<file path="src/rtl/pvm_pkg.sv">
// Shared constants and types of the two-voice PCM player and mixer.
package pvm_pkg;

  localparam int unsigned ADDR_BITS_DEF = 16;
  localparam int unsigned SAMPLE_BITS   = 8;

  // Tick request handed from the voice front end to the mixer; the sound byte arrives separately.
  typedef struct packed {
    logic                          vld;
    logic signed [SAMPLE_BITS-1:0] music_smp;
    logic                          music_has;
    logic                          sound_has;
    logic                          music_act;
    logic                          sound_act;
  } mix_req_t;

endpackage

</file>
<file path="src/rtl/pvm_mix_fifo.sv">
// Saturating two-voice mixer feeding a two-entry result queue.
module pvm_mix_fifo (
  input  logic                              clk_i,
  input  logic                              rst_ni,
  input  pvm_pkg::mix_req_t                 req_i,
  input  logic [pvm_pkg::SAMPLE_BITS-1:0]   sound_byte_i,
  output logic                              out_valid_o,
  input  logic                              out_ready_i,
  // mixed_sample [7:0], music_active [8], sound_active [9], zero [15:10]
  output logic [15:0]                       out_data_o
);
  import pvm_pkg::*;

  localparam int unsigned ENT_BITS = SAMPLE_BITS + 2;
  localparam logic signed [SAMPLE_BITS:0] SAT_MAX = 9'sd127;
  localparam logic signed [SAMPLE_BITS:0] SAT_MIN = -9'sd128;

  logic signed [SAMPLE_BITS:0]   m_ext, s_ext, sum;
  logic signed [SAMPLE_BITS-1:0] sat;
  logic [ENT_BITS-1:0]           ent_d;

  logic [ENT_BITS-1:0] ent_q [2];
  logic                head_q, tail_q;
  logic [1:0]          cnt_q;
  logic                pop;

  always_comb begin
    m_ext = req_i.music_has ? {req_i.music_smp[SAMPLE_BITS-1], req_i.music_smp} : '0;
    s_ext = req_i.sound_has ? {sound_byte_i[SAMPLE_BITS-1], sound_byte_i} : '0;
    sum   = m_ext + s_ext;
    if (sum > SAT_MAX) begin
      sat = SAT_MAX[SAMPLE_BITS-1:0];
    end else if (sum < SAT_MIN) begin
      sat = SAT_MIN[SAMPLE_BITS-1:0];
    end else begin
      sat = sum[SAMPLE_BITS-1:0];
    end
    ent_d = {req_i.sound_act, req_i.music_act, sat};
  end

  assign pop         = out_valid_o && out_ready_i;
  assign out_valid_o = (cnt_q != 2'd0);
  assign out_data_o  = {{(16 - ENT_BITS){1'b0}}, ent_q[head_q]};

  // The front end never issues more ticks than the queue can take.
  always_ff @(posedge clk_i or negedge rst_ni) begin
    if (!rst_ni) begin
      head_q <= 1'b0;
      tail_q <= 1'b0;
      cnt_q  <= 2'd0;
    end else begin
      if (req_i.vld) begin
        tail_q <= ~tail_q;
      end
      if (pop) begin
        head_q <= ~head_q;
      end
      cnt_q <= cnt_q + {1'b0, req_i.vld} - {1'b0, pop};
    end
  end

  always_ff @(posedge clk_i) begin
    if (req_i.vld) begin
      ent_q[tail_q] <= ent_d;
    end
  end

endmodule

</file>
<file path="config.mk">
export PLATFORM = sky130hd
export DESIGN_NAME = pvm_mix_fifo
export DESIGN_NICKNAME = d
export VERILOG_FILES = /design/src/rtl/pvm_pkg.sv /design/src/rtl/pvm_mix_fifo.sv
export SDC_FILE = /design/constraint.sdc
export NUM_CORES = 1
export LEC_CHECK = 0
export ABC_AREA = 1
export BUFFER_PORTS_ARGS = -buffer_cell sky130_fd_sc_hd__buf_4
export CELL_PAD_IN_SITES_DETAIL_PLACEMENT = 0
export CELL_PAD_IN_SITES_GLOBAL_PLACEMENT = 1
export CORE_MARGIN = 2
export CORE_UTILIZATION = 30
export CTS_CLUSTER_SIZE = 20
export DETAILED_ROUTE_END_ITERATION = 6
export GPL_ROUTABILITY_DRIVEN = 0
export PLACE_DENSITY_LB_ADDON = 0.05
export RECOVER_POWER = 100
export SLEW_MARGIN = 20
export SYNTH_ARGS = -nofsm -noshare
export SYNTH_HDL_FRONTEND = slang
export SYNTH_SLANG_ARGS = --single-unit
</file>
<file path="constraint.sdc">
create_clock -name clk_i -period 3.45 [get_ports clk_i]
set_input_delay 0.1725 -clock clk_i [delete_from_list [all_inputs] [get_ports clk_i]]
set_output_delay 0.1725 -clock clk_i [all_outputs]
set_load 0.02 [all_outputs]
</file>
==> run summary <==
The number of endpoints failing setup at the final stage came out at 0. The endpoint of the worst-slack reg-to-reg timing path is cnt_q[1]$_DFF_PN0_. The startpoint of the worst register-to-register path is cnt_q[1]$_DFF_PN0_. The wire length after detailed routing came out at 2850 um. The count of fill cells added during filler insertion came out at 598.

The leakage power summed over all cells came out at 1.04 nW. The synthesized area divided by synthesized cell count is 8.10 um^2. The number of inserted diodes is 0.

The final critical-path required period came out at 1.91 ns. The CTS root buffer is sky130_fd_sc_hd__clkbuf_8. The setup total negative slack came out at 0 ns.

Of the post-synthesis cell area, the part taken by muxes is 0%. The H-tree level count is 1. After synthesis the cells add up to 1610 um^2.

From left edge to right edge, the die measures 77.3 um. The detailed router finished its first iteration with 24 violations. The routed layout has 1,203 vias. Across the run, the number of max-cap violations was 0. The total track usage is 10.4%. The worst register-to-register path has a depth of 9. The pin slew with the least headroom to its limit came out at 0.886 ns.

The number of hold violations in the final report is 0. The final core utilization came out at 36.8%. The most critical setup path has its endpoint at ent_q[0][3]$_DFFE_PP_. The highest layer touched by signal routing is met4. The slack of the worst reg-to-reg path came out at 1.95 ns. The number of I/O port buffers is 34. The compound-gate portion of the synthesized area came out at 0.543%.

The count of nets after finishing is 269. In the final routing, the length of wire on met1 measures 1340 um. The area share of xor/xnor cells in the synthesized design is 3.80%.

The type of the most critical hold path is input port to flip-flop. The flow ran to the end, and the final reports show no timing, DRC or antenna violations. Setup repair after global routing left no endpoint under its margin. The post-route antenna net violation count came out at 0. The maximum buffer depth of the clock tree came out at 2. The Yosys step of the flow raised 0 warnings. Cells with a size suffix above 1 make up 15.5% of the layout. The layout-stage area growth over the synthesis result came out at 17.5%. The share of the Yosys chip area taken by registers is 43.5%. The area of the die is 5970 um^2.

The initial core utilization is 31.4%. The tree built by TritonCTS fans out to 24 sinks. The number of distinct library cells after synthesis is 24. STA classifies the critical path startpoint as an input port. The dominant combinational cell family by area after synthesis is simple AND/OR/NAND/NOR gates. The maximum fanout along the worst path came out at 8.

The first-pass GRT wire length is 5120 um. The clock latency on the worst-skew pair came out at 0.26 ns. The placement row count came out at 26.

Data on the critical path is required at its endpoint by 3.45 ns. The worst hold path begins at req_i[12]. The routed length on met2 is 1370 um. The clock transition at the register clock pins on the worst setup and hold paths after CTS came out at 0.08 ns. The critical path start-end classification is input port to flip-flop. The achievable frequency came out at 0.523 GHz. The synthesized instance count is 199. The critical path data arrival time came out at 1.91 ns. The via-per-instance ratio is 3.97. The worst setup path is captured at a flip-flop. The total grt overflow came out at 0. After synthesis the netlist holds a flip-flop and latch count of 24.

The total iterations of the first detailed-routing run came out at 5. The average wire per standard cell is 9.39 um. The final period utilization came out at 55.4%.

The count of final max-slew check failures came out at 0. Across the routed clock network, the largest skew measured is 0.00218 ns. The via count of the first global-routing pass came out at 1,172. The sum of met3 wire segment lengths after detailed routing is 111 um. After floorplanning, the core was sized to cover 5140 um^2. The DRC violations left is 0.

Detailed placement finished with a half-perimeter wire length of 2360 um. The post-synthesis share of cell area spent on and, or, nand and nor gates came out at 30.8%. The I/O pin count came out at 41. The maximum vdd ir drop is 0.200 mV. The post-synthesis adder-cell area fraction is 9.01%.

From bottom edge to top edge, the die measures 77.3 um. TritonCTS built the clock tree. The total power density per cell area came out at 552 nW/um^2.

The clock buffer count from CTS is 3. The post-CTS setup buffer count is 0. The number of antenna violations at the first check in global routing is 0.

The most critical setup path has its startpoint at req_i[3]. The pin count of the biggest net entering global routing came out at 14. The headroom to the max-slew limit is 40.7%.
## timing repair
action,CTS,global route
gates resized for setup,0,0
hold endpoints to repair,4,0
hold buffers,1,0
## routing by layer
metal,track usage [%],vias up
li1,-,654
met1,13.5,519
met2,17.7,28
met3,0.941,2
met4,4.29,0
met5,0,-
## metrics by stage
stage	hold WS, ns	cell area (um^2)	instances	power (mW)	setup WS [ns]
2_1_floorplan	-0.123	1630	204	0.788	1.63
3_3_place_gp	-0.0299	1910	298	0.960	1.52
3_5_place_dp	-0.0265	1910	298	0.968	1.51
4_1_cts	0.0913	1970	303	1.13	1.79
5_1_grt	0.111	1890	303	1.14	1.31
6_report	0.112	1890	303	1.05	1.54
## sequential cells by signal, indices dropped and copies added, names as in the netlist
signal	flops
ent_q	20
head_q	1
cnt_q	2
tail_q	1
## synthesized netlist by cell type
master | number | area, um^2
sky130_fd_sc_hd__inv_2 | 1 | 3.75
sky130_fd_sc_hd__clkinv_1 | 2 | 7.51
sky130_fd_sc_hd__fa_1 | 1 | 20.0
sky130_fd_sc_hd__edfxtp_1 | 20 | 601
sky130_fd_sc_hd__nand2_4 | 3 | 33.8
sky130_fd_sc_hd__or2_4 | 1 | 8.76
sky130_fd_sc_hd__xor2_1 | 4 | 35.0
sky130_fd_sc_hd__nand2_2 | 5 | 31.3
sky130_fd_sc_hd__or2_1 | 1 | 6.26
sky130_fd_sc_hd__ha_1 | 10 | 125
sky130_fd_sc_hd__nand3_4 | 1 | 17.5
sky130_fd_sc_hd__nor2_2 | 2 | 12.5
sky130_fd_sc_hd__nand3_1 | 3 | 15.0
sky130_fd_sc_hd__inv_1 | 33 | 124
sky130_fd_sc_hd__xnor2_1 | 3 | 26.3
sky130_fd_sc_hd__conb_1 | 1 | 3.75
sky130_fd_sc_hd__nand2_1 | 83 | 312
sky130_fd_sc_hd__nor2_1 | 6 | 22.5
sky130_fd_sc_hd__nand3_2 | 3 | 30.0
sky130_fd_sc_hd__dfrtp_1 | 4 | 100
sky130_fd_sc_hd__a21oi_2 | 1 | 8.76
sky130_fd_sc_hd__clkbuf_1 | 4 | 15.0
sky130_fd_sc_hd__nand3b_1 | 1 | 7.51
sky130_fd_sc_hd__buf_4 | 6 | 45.0
## layout make-up
cell class,instances,area [um^2],share of cell area (%)
Clock buffer,4,45.0,2.38
Multi-Input combinational cell,134,712,37.6
Sequential cell,24,701,37.0
Timing Repair Buffer,35,213,11.2
Inverter,36,135,7.14
Tap cell,70,87.6,4.63
## kinds of logic (layout without fill, tap and decap cells)
family | Yosys count | after routing
xor+xnor | 7 | 7
fa+ha+maj | 11 | 11
buf+inv | 46 | 75
flops | 24 | 24
other cells | 1 | 6
compound gates | 1 | 1
simple gates | 109 | 109
## worst min path at each step
stage	cells after the start	to
floorplan	0	cnt_q[0]$_DFF_PN0_
global placement	1	cnt_q[0]$_DFF_PN0_
detailed placement	1	cnt_q[0]$_DFF_PN0_
CTS	1	ent_q[1][9]$_DFFE_PP_
global route	2	tail_q$_DFFE_PN0P_
finish	2	tail_q$_DFFE_PN0P_
## where the power goes
part	internal, mW	total [mW]	switching, mW
combinational	0.135	0.432	0.297
clock	0.0822	0.161	0.0793
sequential	0.413	0.452	0.0386
total	0.631	1.05	0.415
## worst max-delay path, stage by stage
cell and delay, ns:
sky130_fd_sc_hd__clkbuf_1 0.17, sky130_fd_sc_hd__nand2_1 0.10, sky130_fd_sc_hd__inv_1 0.04, sky130_fd_sc_hd__ha_1 0.21, sky130_fd_sc_hd__fa_1 0.40, sky130_fd_sc_hd__nand2_1 0.07, sky130_fd_sc_hd__nand2_1 0.08, sky130_fd_sc_hd__nand3_1 0.12
sky130_fd_sc_hd__nand2_1 0.06, sky130_fd_sc_hd__nand2_1 0.15, sky130_fd_sc_hd__inv_1 0.05, sky130_fd_sc_hd__nand2_1 0.17, sky130_fd_sc_hd__nand2_1 0.11
## cell usage in the layout (no fill, tap or decap), drive strengths merged
| cell | n |
|---|---|
| a21oi | 1 |
| dfrtp | 4 |
| nand3 | 7 |
| clkinv | 2 |
| xor2 | 4 |
| dlygate4sd3 | 1 |
| xnor2 | 3 |
| clkbuf | 19 |
| nand2 | 91 |
| conb | 6 |
| buf | 19 |
| or2 | 2 |
| nand3b | 1 |
| nor2 | 8 |
| ha | 10 |
| edfxtp | 20 |
| inv | 34 |
| fa | 1 |
Power figures use the tool's default switching activity.
